### config.mk
export PLATFORM = sky130hd
export DESIGN_NAME = delta_measurement_log_decoder
export DESIGN_NICKNAME = d
export VERILOG_FILES = /design/src/hdl/dmld_pkg.sv /design/src/hdl/dmld_front.sv /design/src/hdl/dmld_fifo.sv /design/src/hdl/dmld_back.sv /design/src/hdl/delta_measurement_log_decoder.sv
export VERILOG_INCLUDE_DIRS = /design/src /design/src/hdl
export SDC_FILE = /design/constraint.sdc
export NUM_CORES = 1
export LEC_CHECK = 0
export BUFFER_PORTS_ARGS = -buffer_cell sky130_fd_sc_hd__buf_4
export CORE_ASPECT_RATIO = 1.75
export CORE_MARGIN = 1.5
export CORE_UTILIZATION = 62
export DETAILED_ROUTE_END_ITERATION = 7
export GPL_TIMING_DRIVEN = 1
export PLACE_DENSITY = 0.79
export SLEW_MARGIN = 10
export SYNTH_ARGS = -nofsm -noshare
export SYNTH_HDL_FRONTEND = slang
export SYNTH_SLANG_ARGS = --single-unit
export TNS_END_PERCENT = 50
### constraint.sdc
create_clock -name clk -period 5.1 [get_ports clk]
set_input_delay 1.53 -clock clk [delete_from_list [all_inputs] [get_ports clk]]
set_output_delay 1.53 -clock clk [all_outputs]
set_load 0.02 [all_outputs]
### src/hdl/delta_measurement_log_decoder_defines.svh
// Assertion macros for the delta measurement log decoder.
// Used by the top level; needs clk and rst_n in the including scope.
`ifndef DELTA_MEASUREMENT_LOG_DECODER_DEFINES_SVH
`define DELTA_MEASUREMENT_LOG_DECODER_DEFINES_SVH

// same-cycle implication
`define DMLD_ASSERT_NOW(label, ante, cons) \
    label: assert property (@(posedge clk) disable iff (!rst_n) (ante) |-> (cons)) \
        else $error("dmld assertion failed");

// next-cycle implication
`define DMLD_ASSERT_NEXT(label, ante, cons) \
    label: assert property (@(posedge clk) disable iff (!rst_n) (ante) |=> (cons)) \
        else $error("dmld assertion failed");

`endif

### src/hdl/dmld_pkg.sv
// Shared types and constants of the delta measurement log decoder.
// No dependencies.
package dmld_pkg;

    localparam logic [7:0] CHANNEL_LIMIT = 8'd255;
    localparam int FIFO_DEPTH = 4;
    localparam int FIFO_AW = $clog2(FIFO_DEPTH);

    localparam logic [2:0] KIND_SAMPLE = 3'd0;
    localparam logic [2:0] KIND_BATTERY = 3'd1;
    localparam logic [2:0] KIND_BAD_VERSION = 3'd2;
    localparam logic [2:0] KIND_BAD_DELTA = 3'd3;
    localparam logic [2:0] KIND_TRUNCATED = 3'd4;

    // one queue entry: a run of samples, then an optional trailing result
    typedef struct packed {
        logic [4:0]  nsamp;
        logic [4:0]  sl_start;
        logic [22:0] time_start;
        logic [16:0] step;
        logic [15:0] value;
        logic [2:0]  precision;
        logic [7:0]  channel;
        logic        tail_valid;
        logic [2:0]  tail_kind;
        logic [15:0] tail_raw;
    } cmd_t;

    typedef struct packed {
        logic empty;
        logic full;
    } fifo_stat_t;

    typedef struct packed {
        logic [2:0]  kind;
        logic [7:0]  channel;
        logic [4:0]  slot;
        logic [22:0] timestamp;
        logic [15:0] raw_value;
        logic [2:0]  precision;
        logic        channel_done;
        logic        last;
    } res_t;

    // x * 60 as x * 64 - x * 4
    function automatic logic [16:0] times60(input logic [10:0] x);
        times60 = {x, 6'd0} - {4'd0, x, 2'd0};
    endfunction

endpackage

### src/hdl/dmld_front.sv
// Front end: byte parser of the log file, one byte per transfer.
// Depends on dmld_pkg; pushes result commands into dmld_fifo.
module dmld_front (
    input  logic                 clk,
    input  logic                 rst_n,
    input  logic                 accept,
    input  logic [7:0]           data_byte,
    input  logic                 end_of_file,
    input  logic [7:0]           expected_version,
    output logic                 push,
    output dmld_pkg::cmd_t       cmd
);

    localparam logic [3:0] PH_VER  = 4'd0;
    localparam logic [3:0] PH_H0   = 4'd1;
    localparam logic [3:0] PH_H1   = 4'd2;
    localparam logic [3:0] PH_H2   = 4'd3;
    localparam logic [3:0] PH_H3   = 4'd4;
    localparam logic [3:0] PH_FLO  = 4'd5;
    localparam logic [3:0] PH_FHI  = 4'd6;
    localparam logic [3:0] PH_D8   = 4'd7;
    localparam logic [3:0] PH_DLO  = 4'd8;
    localparam logic [3:0] PH_DHI  = 4'd9;
    localparam logic [3:0] PH_HALT = 4'd10;

    logic [3:0]  phase_reg, phase_next;
    logic [31:0] hdr_reg, hdr_next;
    logic [7:0]  lo_reg, lo_next;
    logic [15:0] val_reg, val_next;
    logic [22:0] time_reg, time_next;
    logic [4:0]  sl_reg, sl_next;
    logic [7:0]  cc_reg, cc_next;

    always_comb
    begin
        logic        do_sample;
        logic        finished;
        logic        next_ch;
        logic [22:0] t_start;
        logic [16:0] step60;

        phase_next = phase_reg;
        hdr_next   = hdr_reg;
        lo_next    = lo_reg;
        val_next   = val_reg;
        time_next  = time_reg;
        sl_next    = sl_reg;
        cc_next    = cc_reg;
        cmd        = '0;
        do_sample  = 1'b0;
        finished   = 1'b0;
        next_ch    = 1'b0;
        t_start    = time_reg;
        step60     = dmld_pkg::times60(hdr_reg[21:11]);

        case (phase_reg)
            PH_VER:
            begin
                if (data_byte == expected_version)
                begin
                    phase_next = PH_H0;
                end
                else
                begin
                    cmd.tail_valid = 1'b1;
                    cmd.tail_kind  = dmld_pkg::KIND_BAD_VERSION;
                    phase_next     = PH_HALT;
                end
            end
            PH_H0:
            begin
                if (end_of_file)
                begin
                    cmd.tail_valid = 1'b1;
                    cmd.tail_kind  = dmld_pkg::KIND_BATTERY;
                    cmd.tail_raw   = {8'd0, data_byte};
                    cmd.channel    = cc_reg;
                    finished       = 1'b1;
                end
                else
                begin
                    hdr_next   = {data_byte, hdr_reg[31:8]};
                    phase_next = PH_H1;
                end
            end
            PH_H1:
            begin
                hdr_next   = {data_byte, hdr_reg[31:8]};
                phase_next = PH_H2;
            end
            PH_H2:
            begin
                hdr_next   = {data_byte, hdr_reg[31:8]};
                phase_next = PH_H3;
            end
            PH_H3:
            begin
                hdr_next = {data_byte, hdr_reg[31:8]};
                sl_next  = hdr_next[26:22];
                if (sl_next == 5'd0)
                    next_ch = 1'b1;
                else
                    phase_next = PH_FLO;
            end
            PH_FLO:
            begin
                lo_next    = data_byte;
                phase_next = PH_FHI;
            end
            PH_FHI:
            begin
                val_next  = {data_byte, lo_reg};
                t_start   = {6'd0, dmld_pkg::times60(hdr_reg[10:0])};
                do_sample = 1'b1;
            end
            PH_D8:
            begin
                val_next  = val_reg + {{8{data_byte[7]}}, data_byte};
                do_sample = 1'b1;
            end
            PH_DLO:
            begin
                lo_next    = data_byte;
                phase_next = PH_DHI;
            end
            PH_DHI:
            begin
                val_next  = {data_byte, lo_reg};
                do_sample = 1'b1;
            end
            default:
            begin
            end
        endcase

        if (do_sample)
        begin
            cmd.nsamp      = 5'd1;
            cmd.sl_start   = sl_reg;
            cmd.time_start = t_start;
            cmd.step       = step60;
            cmd.value      = val_next;
            cmd.precision  = hdr_reg[31:29];
            cmd.channel    = cc_reg;
            time_next      = t_start - {6'd0, step60};
            sl_next        = sl_reg - 5'd1;
            if (sl_next == 5'd0)
            begin
                next_ch = 1'b1;
            end
            else
            begin
                case (hdr_reg[28:27])
                    2'd0:
                    begin
                        cmd.nsamp = sl_reg;
                        sl_next   = 5'd0;
                        next_ch   = 1'b1;
                    end
                    2'd1:    phase_next = PH_D8;
                    2'd2:    phase_next = PH_DLO;
                    default:
                    begin
                        cmd.tail_valid = 1'b1;
                        cmd.tail_kind  = dmld_pkg::KIND_BAD_DELTA;
                        phase_next     = PH_HALT;
                    end
                endcase
            end
        end

        if (next_ch)
        begin
            if (cc_reg < dmld_pkg::CHANNEL_LIMIT)
                cc_next = cc_reg + 8'd1;
            phase_next = PH_H0;
        end

        if (end_of_file)
        begin
            if (!finished && phase_next != PH_HALT && phase_next != PH_H0)
            begin
                cmd.tail_valid = 1'b1;
                cmd.tail_kind  = dmld_pkg::KIND_TRUNCATED;
                cmd.channel    = cc_next;
            end
            phase_next = PH_VER;
            hdr_next   = '0;
            lo_next    = '0;
            val_next   = '0;
            time_next  = '0;
            sl_next    = '0;
            cc_next    = '0;
        end

        push = accept && (cmd.nsamp != 5'd0 || cmd.tail_valid);
    end

    always_ff @(posedge clk or negedge rst_n)
    begin
        if (!rst_n)
        begin
            phase_reg <= PH_VER;
            hdr_reg   <= '0;
            lo_reg    <= '0;
            val_reg   <= '0;
            time_reg  <= '0;
            sl_reg    <= '0;
            cc_reg    <= '0;
        end
        else if (accept)
        begin
            phase_reg <= phase_next;
            hdr_reg   <= hdr_next;
            lo_reg    <= lo_next;
            val_reg   <= val_next;
            time_reg  <= time_next;
            sl_reg    <= sl_next;
            cc_reg    <= cc_next;
        end
    end

endmodule

### src/hdl/dmld_fifo.sv
// Command queue between parser and result generator.
// Depends on dmld_pkg (cmd_t, fifo_stat_t, FIFO_DEPTH).
module dmld_fifo (
    input  logic                 clk,
    input  logic                 rst_n,
    input  logic                 push,
    input  dmld_pkg::cmd_t       din,
    input  logic                 pop,
    output dmld_pkg::cmd_t       dout,
    output dmld_pkg::fifo_stat_t stat
);

    dmld_pkg::cmd_t mem [dmld_pkg::FIFO_DEPTH];

    logic [dmld_pkg::FIFO_AW-1:0] wr_reg, rd_reg;
    logic [dmld_pkg::FIFO_AW:0]   cnt_reg;

    assign stat.empty = (cnt_reg == '0);
    assign stat.full  = (cnt_reg == (dmld_pkg::FIFO_AW+1)'(dmld_pkg::FIFO_DEPTH));
    assign dout       = mem[rd_reg];

    always_ff @(posedge clk)
    begin
        if (push)
            mem[wr_reg] <= din;
    end

    always_ff @(posedge clk or negedge rst_n)
    begin
        if (!rst_n)
        begin
            wr_reg  <= '0;
            rd_reg  <= '0;
            cnt_reg <= '0;
        end
        else
        begin
            if (push)
                wr_reg <= wr_reg + 1'b1;
            if (pop)
                rd_reg <= rd_reg + 1'b1;
            if (push && !pop)
                cnt_reg <= cnt_reg + 1'b1;
            else if (pop && !push)
                cnt_reg <= cnt_reg - 1'b1;
        end
    end

endmodule

### src/hdl/dmld_back.sv
// Back end: expands queued commands into result transfers.
// Depends on dmld_pkg; reads from dmld_fifo.
module dmld_back (
    input  logic                 clk,
    input  logic                 rst_n,
    input  dmld_pkg::cmd_t       head,
    input  dmld_pkg::fifo_stat_t stat,
    output logic                 pop,
    output logic                 out_valid,
    input  logic                 out_ready,
    output dmld_pkg::res_t       res
);

    dmld_pkg::cmd_t cmd_reg;
    dmld_pkg::cmd_t cur;
    dmld_pkg::res_t res_reg, res_next;
    logic           loaded_reg, loaded_next;
    logic           ov_reg;
    logic [4:0]     rem_reg, sl_reg, cur_rem, cur_sl;
    logic [22:0]    time_reg, cur_time;
    logic           adv;
    logic           fin;

    assign cur      = loaded_reg ? cmd_reg  : head;
    assign cur_rem  = loaded_reg ? rem_reg  : head.nsamp;
    assign cur_sl   = loaded_reg ? sl_reg   : head.sl_start;
    assign cur_time = loaded_reg ? time_reg : head.time_start;

    assign adv = (!ov_reg || out_ready) && (loaded_reg || !stat.empty);
    assign pop = adv && !loaded_reg;

    always_comb
    begin
        res_next = '0;
        res_next.channel = cur.channel;
        if (cur_rem != 5'd0)
        begin
            res_next.kind         = dmld_pkg::KIND_SAMPLE;
            res_next.slot         = cur_sl - 5'd1;
            res_next.timestamp    = cur_time;
            res_next.raw_value    = cur.value;
            res_next.precision    = cur.precision;
            res_next.channel_done = (cur_sl == 5'd1);
            fin = (cur_rem == 5'd1) && !cur.tail_valid;
        end
        else
        begin
            res_next.kind      = cur.tail_kind;
            res_next.raw_value = cur.tail_raw;
            fin = 1'b1;
        end
        res_next.last = fin;
        loaded_next   = !fin;
    end

    always_ff @(posedge clk)
    begin
        if (adv)
        begin
            res_reg  <= res_next;
            rem_reg  <= cur_rem - 5'd1;
            sl_reg   <= cur_sl - 5'd1;
            time_reg <= cur_time - {6'd0, cur.step};
            if (!loaded_reg)
                cmd_reg <= head;
        end
    end

    always_ff @(posedge clk or negedge rst_n)
    begin
        if (!rst_n)
        begin
            loaded_reg <= 1'b0;
            ov_reg     <= 1'b0;
        end
        else
        begin
            if (adv)
            begin
                loaded_reg <= loaded_next;
                ov_reg     <= 1'b1;
            end
            else if (out_ready)
            begin
                ov_reg <= 1'b0;
            end
        end
    end

    assign out_valid = ov_reg;
    assign res       = res_reg;

endmodule

### src/hdl/delta_measurement_log_decoder.sv
// Top level of the delta measurement log decoder.
// Depends on dmld_pkg, dmld_front, dmld_fifo, dmld_back and the defines header.
//
//   channel   dir  width  content
//   s_axis    in   8+1    file byte in tdata, end of file in tlast
//   m_axis    out  56+3+1 result fields in tdata, kind in tuser, last in tlast
//   cfg       in   8      expected version byte
//
// Input: one byte per cycle while the command queue has room.
// Output: one result per cycle while m_axis_tready is high; a byte that
// yields a run of n samples gives n results, plus one for a trailing result.
// The four-entry queue absorbs such runs; input stalls only when it fills.
// Reset: asynchronous, active low; no clearing pass, ready right after reset.
`include "delta_measurement_log_decoder_defines.svh"

module delta_measurement_log_decoder (
    input  logic        clk,
    input  logic        rst_n,
    input  logic        s_axis_tvalid,
    output logic        s_axis_tready,
    input  logic [7:0]  s_axis_tdata,   // [7:0] data_byte
    input  logic        s_axis_tlast,   // end_of_file
    output logic        m_axis_tvalid,
    input  logic        m_axis_tready,
    output logic [55:0] m_axis_tdata,   // channel, slot, timestamp, raw_value,
                                        // precision, channel_done
    output logic [2:0]  m_axis_tuser,   // kind
    output logic        m_axis_tlast,   // last
    input  logic        cfg_valid,
    output logic        cfg_ready,
    input  logic [7:0]  cfg_data        // expected_version
);

    logic [7:0]           exp_ver_reg;
    logic                 accept;
    logic                 push;
    logic                 pop;
    dmld_pkg::cmd_t       cmd_in;
    dmld_pkg::cmd_t       cmd_head;
    dmld_pkg::fifo_stat_t fstat;
    dmld_pkg::res_t       res;

    assign cfg_ready     = 1'b1;
    assign s_axis_tready = !fstat.full;
    assign accept        = s_axis_tvalid && s_axis_tready;

    always_ff @(posedge clk or negedge rst_n)
    begin
        if (!rst_n)
            exp_ver_reg <= 8'd1;
        else if (cfg_valid && cfg_ready)
            exp_ver_reg <= cfg_data;
    end

    dmld_front u_front (
        .clk              (clk),
        .rst_n            (rst_n),
        .accept           (accept),
        .data_byte        (s_axis_tdata),
        .end_of_file      (s_axis_tlast),
        .expected_version (exp_ver_reg),
        .push             (push),
        .cmd              (cmd_in)
    );

    dmld_fifo u_fifo (
        .clk   (clk),
        .rst_n (rst_n),
        .push  (push),
        .din   (cmd_in),
        .pop   (pop),
        .dout  (cmd_head),
        .stat  (fstat)
    );

    dmld_back u_back (
        .clk       (clk),
        .rst_n     (rst_n),
        .head      (cmd_head),
        .stat      (fstat),
        .pop       (pop),
        .out_valid (m_axis_tvalid),
        .out_ready (m_axis_tready),
        .res       (res)
    );

    assign m_axis_tdata = {res.channel_done, res.precision, res.raw_value,
                           res.timestamp, res.slot, res.channel};
    assign m_axis_tuser = res.kind;
    assign m_axis_tlast = res.last;

    `DMLD_ASSERT_NOW(a_tail_is_last, m_axis_tvalid && m_axis_tuser != dmld_pkg::KIND_SAMPLE, m_axis_tlast)
    `DMLD_ASSERT_NOW(a_done_slot_zero, m_axis_tvalid && m_axis_tuser == dmld_pkg::KIND_SAMPLE && m_axis_tdata[55], m_axis_tdata[12:8] == 5'd0)
    `DMLD_ASSERT_NOW(a_battery_byte, m_axis_tvalid && m_axis_tuser == dmld_pkg::KIND_BATTERY, m_axis_tdata[51:44] == 8'd0)
    `DMLD_ASSERT_NEXT(a_pop_fills_out, pop, m_axis_tvalid)

endmodule
## Word-level counts from Yosys, hierarchy flattened

Memory sizes are Yosys's and may differ from the RTL's.
Cells that the tools add are included.

| operators by class | value |
|---|---|
| $add $sub $neg | 13 |
| magnitude comparators | 1 |
| equality and inequality tests | 17 |
| multiplexer cells | 58 |
| bitwise operators | 1 |
| reduce and logical (&&, ||, !) cells | 44 |

Operator list:

| operator | number |
|---|---|
| 23-bit 2-to-1 mux | 4 |
| 81-bit 2-to-1 mux | 1 |
| 32-bit 2-to-1 mux | 2 |
| 64-bit 2-to-1 mux | 1 |
| 16-bit 2-to-1 mux | 3 |
| 8-bit 2-to-1 mux | 6 |
| 23-bit by 17-bit subtractor with 23-bit output | 2 |
| 5-bit 2-to-1 mux | 9 |
| 4-bit 2-to-1 mux | 10 |
| 17-bit by 13-bit subtractor with 17-bit output | 2 |
| 16-bit case mux with 2 select lines | 1 |
| 28-bit 2-to-1 mux | 1 |
| 4-bit case mux with 7 select lines | 1 |
| 12-bit 2-to-1 mux | 2 |
| 16-bit adder | 1 |
| 4-bit by 3-bit equality test with 1-bit output (second input constant) | 4 |
| 5-bit by 1-bit subtractor with 5-bit output (second input constant) | 3 |
| 1-bit 2-to-1 mux | 13 |
| 4-bit case mux with 3 select lines | 1 |
| 5-bit by 1-bit equality test with 1-bit output (second input constant) | 2 |
| 5-bit logical NOT | 2 |
| 2-bit AND reduction | 5 |
| 2-bit nonzero test | 5 |
| 5-bit nonzero test | 2 |
| 27 further kinds | 51 |

| storage, ports and cells | value |
|---|---|
| bits in registers | 262 |
| RAM bits | 388 |
| memories | 1 |

Memory list:

| name | words | width | rd ports | clocked after memory_dff | wr ports | RTL line | text |
|---|---|---|---|---|---|---|---|
| u_fifo.mem | 4 | 97 | 1 | 0 | 1 | dmld_fifo.sv:13 | `dmld_pkg::cmd_t mem [dmld_pkg::FIFO_DEPTH];` |

## Logic depth before layout (Yosys ltp)

| depth | value |
|---|---|
| word-level depth | 18 |
| gate-level depth with buffers | 18 |
| gate-level depth less buffers | 18 |

## Cells and area by module

Synthesis repeated with hierarchy kept, for this count alone.

| unflattened totals | value |
|---|---|
| cells, all modules | 1997 |
| area, all modules | 29828.6 um^2 |

By module, submodules not included:

| module | times used | cells an instance | area an instance (um^2) | seq. area each (um^2) |
|---|---|---|---|---|
| dmld_fifo | 1 | 541 | 14358.8 | 11826.3 |
| dmld_front | 1 | 913 | 7724.9 | 2402.3 |
| dmld_back | 1 | 522 | 7390.8 | 4524.3 |
| delta_measurement_log_decoder | 1 | 21 | 354.1 | 201.4 |

## Least setup slack after synthesis

Ideal clock, no wire load.

| timing path | value |
|---|---|
| path type | input port to flip-flop |
| start | input s_axis_tlast |
| end | memory u_fifo.mem[0][0] (netlist bit) (enable) |
| arrival time | 5.130 ns |
| path slack | -0.485 ns |
| stages on the path | 9 |
| path through | buf_2 -> a31o_1 -> a221o_1 -> a221oi_2 -> nor2_1 -> a2bb2oi_1 -> o21ai_4 -> a31oi_4 -> and2_1 |

| between the ends | value |
|---|---|
| longest elaborated chain between the ends | 15 |
| elaborated cells between the ends (all ways) | 24 |
| those cells by class | eq/ne: 2; mux: 17; reduce/logical: 5 |

Ends and longest elaborated chain:

| what | RTL line | text |
|---|---|---|
| start, declared | delta_measurement_log_decoder.sv:22 | `input logic s_axis_tlast,` |
| 4-bit 2-to-1 mux | dmld_front.sv:72 | `if (end_of_file)` |
| 4-bit case mux with 7 select lines | dmld_front.sv:56 | `case (phase_reg)` |
| 4-bit case mux with 3 select lines | dmld_front.sv:153 | `case (hdr_reg[28:27])` |
| 4-bit 2-to-1 mux | dmld_front.sv:147 | `if (sl_next == 5'd0)` |
| 4-bit 2-to-1 mux | dmld_front.sv:136 | `if (do_sample)` |
| 4-bit 2-to-1 mux | dmld_front.sv:172 | `if (next_ch)` |
| 4-bit != test | dmld_front.sv:181 | `if (!finished && phase_next != PH_HALT && phase_next != PH_H0)` |
| 1-bit logical AND (2 in series) | dmld_front.sv:181 |  |
| 12-bit 2-to-1 mux | dmld_front.sv:181 |  |
| 12-bit 2-to-1 mux (*) | dmld_front.sv:179 | `if (end_of_file)` |
| 1-bit logical OR (*) | dmld_front.sv:196 | `push = accept && (cmd.nsamp != 5'd0 \|\| cmd.tail_valid);` |
| 1-bit logical AND (*) | dmld_front.sv:196 |  |
| via push | delta_measurement_log_decoder.sv:36 | `logic push;` |
| 1-bit 2-to-1 mux (*) | dmld_fifo.sv:24 | `if (push)` |
| 1-bit 2-to-1 mux (not written as such) (*) | dmld_fifo.sv:25 | `mem[wr_reg] <= din;` |
| end, declared | dmld_fifo.sv:13 |  |

The timed path passes the listed nets; every way through them passes the cells marked *.

## Final worst setup path

| timing path | value |
|---|---|
| start | register u_front.phase_reg[2] |
| end | register u_front.time_reg[18] |

| between the ends | value |
|---|---|
| longest elaborated chain between the ends | 5 |
| elaborated cells between the ends (all ways) | 11 |
| those cells by class | add/sub: 1; eq/ne: 3; mux: 4; reduce/logical: 3 |

Ends and longest elaborated chain:

| what | RTL line | text |
|---|---|---|
| start, declared | dmld_front.sv:26 | `logic [3:0] phase_reg, phase_next;` |
| start signal, assigned | dmld_front.sv:213 | `phase_reg <= phase_next;` |
| 4-bit by 3-bit equality test with 1-bit output (tied with other cells) | - |  |
| 23-bit 2-to-1 mux or 3-bit OR reduction (tied branches) | - |  |
| 23-bit by 17-bit subtractor with 23-bit output or 1-bit 2-to-1 mux (tied branches) | dmld_front.sv:145, dmld_front.sv:56 |  |
| 23-bit 2-to-1 mux or 2-bit nonzero test (tied branches) | - |  |
| 23-bit 2-to-1 mux or 2-bit AND reduction (tied branches) | - |  |
| end signal, assigned | dmld_front.sv:217 | `time_reg <= time_next;` |
| end, declared | dmld_front.sv:30 | `logic [22:0] time_reg, time_next;` |

Several ways; a longest one is shown, not always the timed one. The select of a mux whose other input is x is not followed.
A chain may end at the register's enable or synchronous reset.

==> results.yml <==
floorplan:
  pin_count: 85
  dieHeight_um: 283
  initial_core_util_pct: 62.8
  fp-row-count: 102
  core_area_um2: 44300
  dieWidth_um: 163
  die_area_um2: 46200
cts:
  path_clk_slew_ns: 0.07
  cts.path.max_buffers: 3
  cts_hold_buffers: 0
  ctsResizeCount: 0
  postCtsSetupBuffers: 0
  cts_tree: "done"
  insertion_delay_ns: 0.61
  clock-root-buffer: "clkbuf_16"
  numClockSinks: 610
  htree_levels: 2
  cts_buffers: 52
setup_path:
  critPathMaxFanout: 14
  r2r_end: "u_front.time_reg[18]$_DFFE_PN0P_"
  start_kind: "register"
  end_kind: "register"
  crit_type: "reg2reg"
  ff2ff_setup_slack_ns: 0.51
  reg2reg_depth: 16
  critPathArrivalTime_ns: 5.04
  r2r_start: "u_front.phase_reg[2]$_DFFE_PN0P_"
  required_ns: 5.55
yosys:
  synth_ff_type: "edfxtp_1"
  mappedNetlistArea_um2: 27800
  ys_seq_area_share_pct: 63.8
  synth_area_leaders: "edfxtp_1 (54%), dfrtp_1 (10%), mux4_2 (7.0%), ha_1 (3.4%), mux2_2 (2.9%)"
  syn_avg_cell_area_um2: 14.6
  synthArstFlopShare_pct: 18.5
  synthCells: 1902
  synth_nets: 2003
  synth_top_area_cell: "edfxtp_1"
  synth_top_area_share_pct: 53.6
  synth-edff-count: 497
  ys_warn_count: 0
  ys_seq_elements: 610
  synth_cell_types: 76
global_route:
  grt_usage_pct: 28.1
  antenna_found_initial: 0
  grt_overflow: 0
  grt_max_degree: 72
  grt_pass1_wl_mm: 97.2
  grt_pass1_vias: 16800
finish:
  diodes: 0
  finalNonFillerCells: 2596
  final_cell_mix: "edfxtp_1 (497), nand2_1 (120), buf_4 (113), dfrtp_1 (109), nor2_1 (90)"
  fill_cells: 2863
  fin_nets: 2083
  final_core_util_pct: 69.6
  largest_register_ff_count: 348
  layout-area-overhead-vs-synth_pct: 10.8
  final_common_cell: "edfxtp_1"
  drive_gt1_share_pct: 18.9
sta:
  drv_slew: 0
  setup_violations: 0
  finClkSkew_ns: 0.0373
  rsz0062_at_grt: "no"
  timing.final.hold_violations: 0
  fin_crit_ns: 4.59
  whs_ns: 0.480
  tns_ns: 0
  period_share_pct: 89.9
  worst_pin_slew_ns: 1.18
  slew_headroom_pct: 20.6
  fmax_ghz: 0.218
route:
  wirelength_mm: 63.4
  dr.pass1.iters: 5
  vias_per_cell: 6.31
  drc: 0
  postRouteAntennaNets: 0
  vias: 16400
  wl_per_cell_um: 24.4
  drt_first_iter_violations: 1403
pwr:
  p_comb_share_pct: 43.4
  p_per_area_nw_per_um2: 685
  seqPwrFrac_pct: 37.9
  p_leak_nw: 11.5
  switching_power_mw: 7.70
  internal_power_mw: 13.4
  peakVddDrop_mv: 0.407
  clockPowerShare_pct: 18.7
  swShare_pct: 36.5
job:
  drv_cap: 0
placed_design:
  port_buffers: 83
  gp_congestion: 0.890
  dp_cells: 2500
  place.detailed.hpwl_mm: 42.8
worst_hold_path:
  hp-start: "u_front.time_reg[5]$_DFFE_PN0P_"
  hold_path_end: "u_front.time_reg[5]$_DFFE_PN0P_"
  hold_class: "reg2reg"
  hold_depth: 2
outcome:
  status: "finished clean"
-- worst max path at each step --
stage                                                 from                                to  cells past startpoint  slack [ns]
after floorplan                               s_axis_tlast        u_fifo.mem[1][0]$_DFFE_PP_                      9       -0.48
after global placement                     s_axis_tdata[2]     u_fifo.cnt_reg[2]$_DFFE_PN0P_                     15        0.60
after detailed placement      u_fifo.rd_reg[0]$_DFFE_PN0P_          u_back.res[20]$_DFFE_PP_                      7        0.54
after CTS                     u_fifo.rd_reg[0]$_DFFE_PN0P_          u_back.res[20]$_DFFE_PP_                      7        0.58
after global routing      u_front.phase_reg[2]$_DFFE_PN0P_  u_front.time_reg[18]$_DFFE_PN0P_                     16        0.34
final                     u_front.phase_reg[2]$_DFFE_PN0P_  u_front.time_reg[18]$_DFFE_PN0P_                     16        0.51
-- synthesized netlist by cell type (9+ instances only) --
library cell  instances
a22o_1               56
dfrtp_1             112
nor2_1               90
o21ai_0              79
nand3_1              18
inv_1                67
a22oi_1              13
ha_1                 75
buf_1                 9
nand2_1             120
clkbuf_1             49
xnor2_1              57
nor3_1               34
and3_1               24
nand2b_1             21
xor2_1               27
buf_2                19
o31ai_1              12
mux4_2               87
a21o_1               17
mux2i_1              38
nor2b_1              16
a21oi_1              61
buf_4                16
and2_1               73
o21a_1               18
mux2_2               72
edfxtp_1            497
-- per-stage QoR --
step,instance area (um^2),total power [mW],setup slack (ns)
2_1_floorplan,27800,14.6,-0.484
3_3_place_gp,29100,16.8,0.598
3_5_place_dp,29100,17.2,0.541
4_1_cts,30800,21.2,0.575
5_1_grt,30800,22.2,0.339
6_report,30800,21.1,0.514
-- power groups by stage --
| stage | combinational, mW | clock, mW | sequential (mW) |
|---|---|---|---|
| after floorplan | 6.59 | 0 | 8.02 |
| after global placement | 8.84 | 0 | 8.00 |
| after detailed placement | 9.09 | 0 | 8.08 |
| after CTS | 9.16 | 4.01 | 8.01 |
| after global routing | 9.92 | 4.19 | 8.13 |
| final | 9.16 | 3.96 | 8.01 |
-- cell families after synthesis --
logic type / Yosys count / synth area share (%)
flip-flops: 610 / 63.8
XOR/XNOR: 84 / 2.64
multiplexers: 198 / 11.4
AO/OA/AOI/OAI: 324 / 7.97
other: 1 / 0.0135
adder cells (fa/ha/maj): 79 / 3.66
buffers and inverters: 161 / 2.47
AND/OR/NAND/NOR: 445 / 8.09
-- final cells by class --
type	instances	area (um^2)	area share (%)
multi-input cells	1131	9410	30.5
well taps	572	716	2.32
clock inverters	28	317	1.03
flip-flops and latches	610	17800	57.6
inverters	68	260	0.844
repair buffers	119	968	3.14
clock buffers	68	1390	4.51
-- critical path, stage by stage, from the launching register on --
cell,delay [ns]
dfrtp_1,0.63
and2b_1,0.38
nand2_1,0.10
or2_2,0.41
mux2i_1,0.25
ha_1,0.20
inv_1,0.06
fa_1,0.41
a21o_1,0.18
a21oi_1,0.31
o21ai_0,0.26
a211oi_1,0.36
nand2b_1,0.20
o211ai_1,0.22
and3_1,0.25
o21ai_0,0.12
o21ai_0,0.10
-- layer usage --
| layer | routed length, um | vias up | GRT usage, % |
|---|---|---|---|
| met5 | 0 | - | 0 |
| met1 | 22000 | 8313 | 31.4 |
| met4 | 3920 | 0 | 16.0 |
| met2 | 35000 | 549 | 51.7 |
| met3 | 2520 | 142 | 2.44 |
| li1 | - | 7368 | - |
Power figures use the tool's default switching activity.
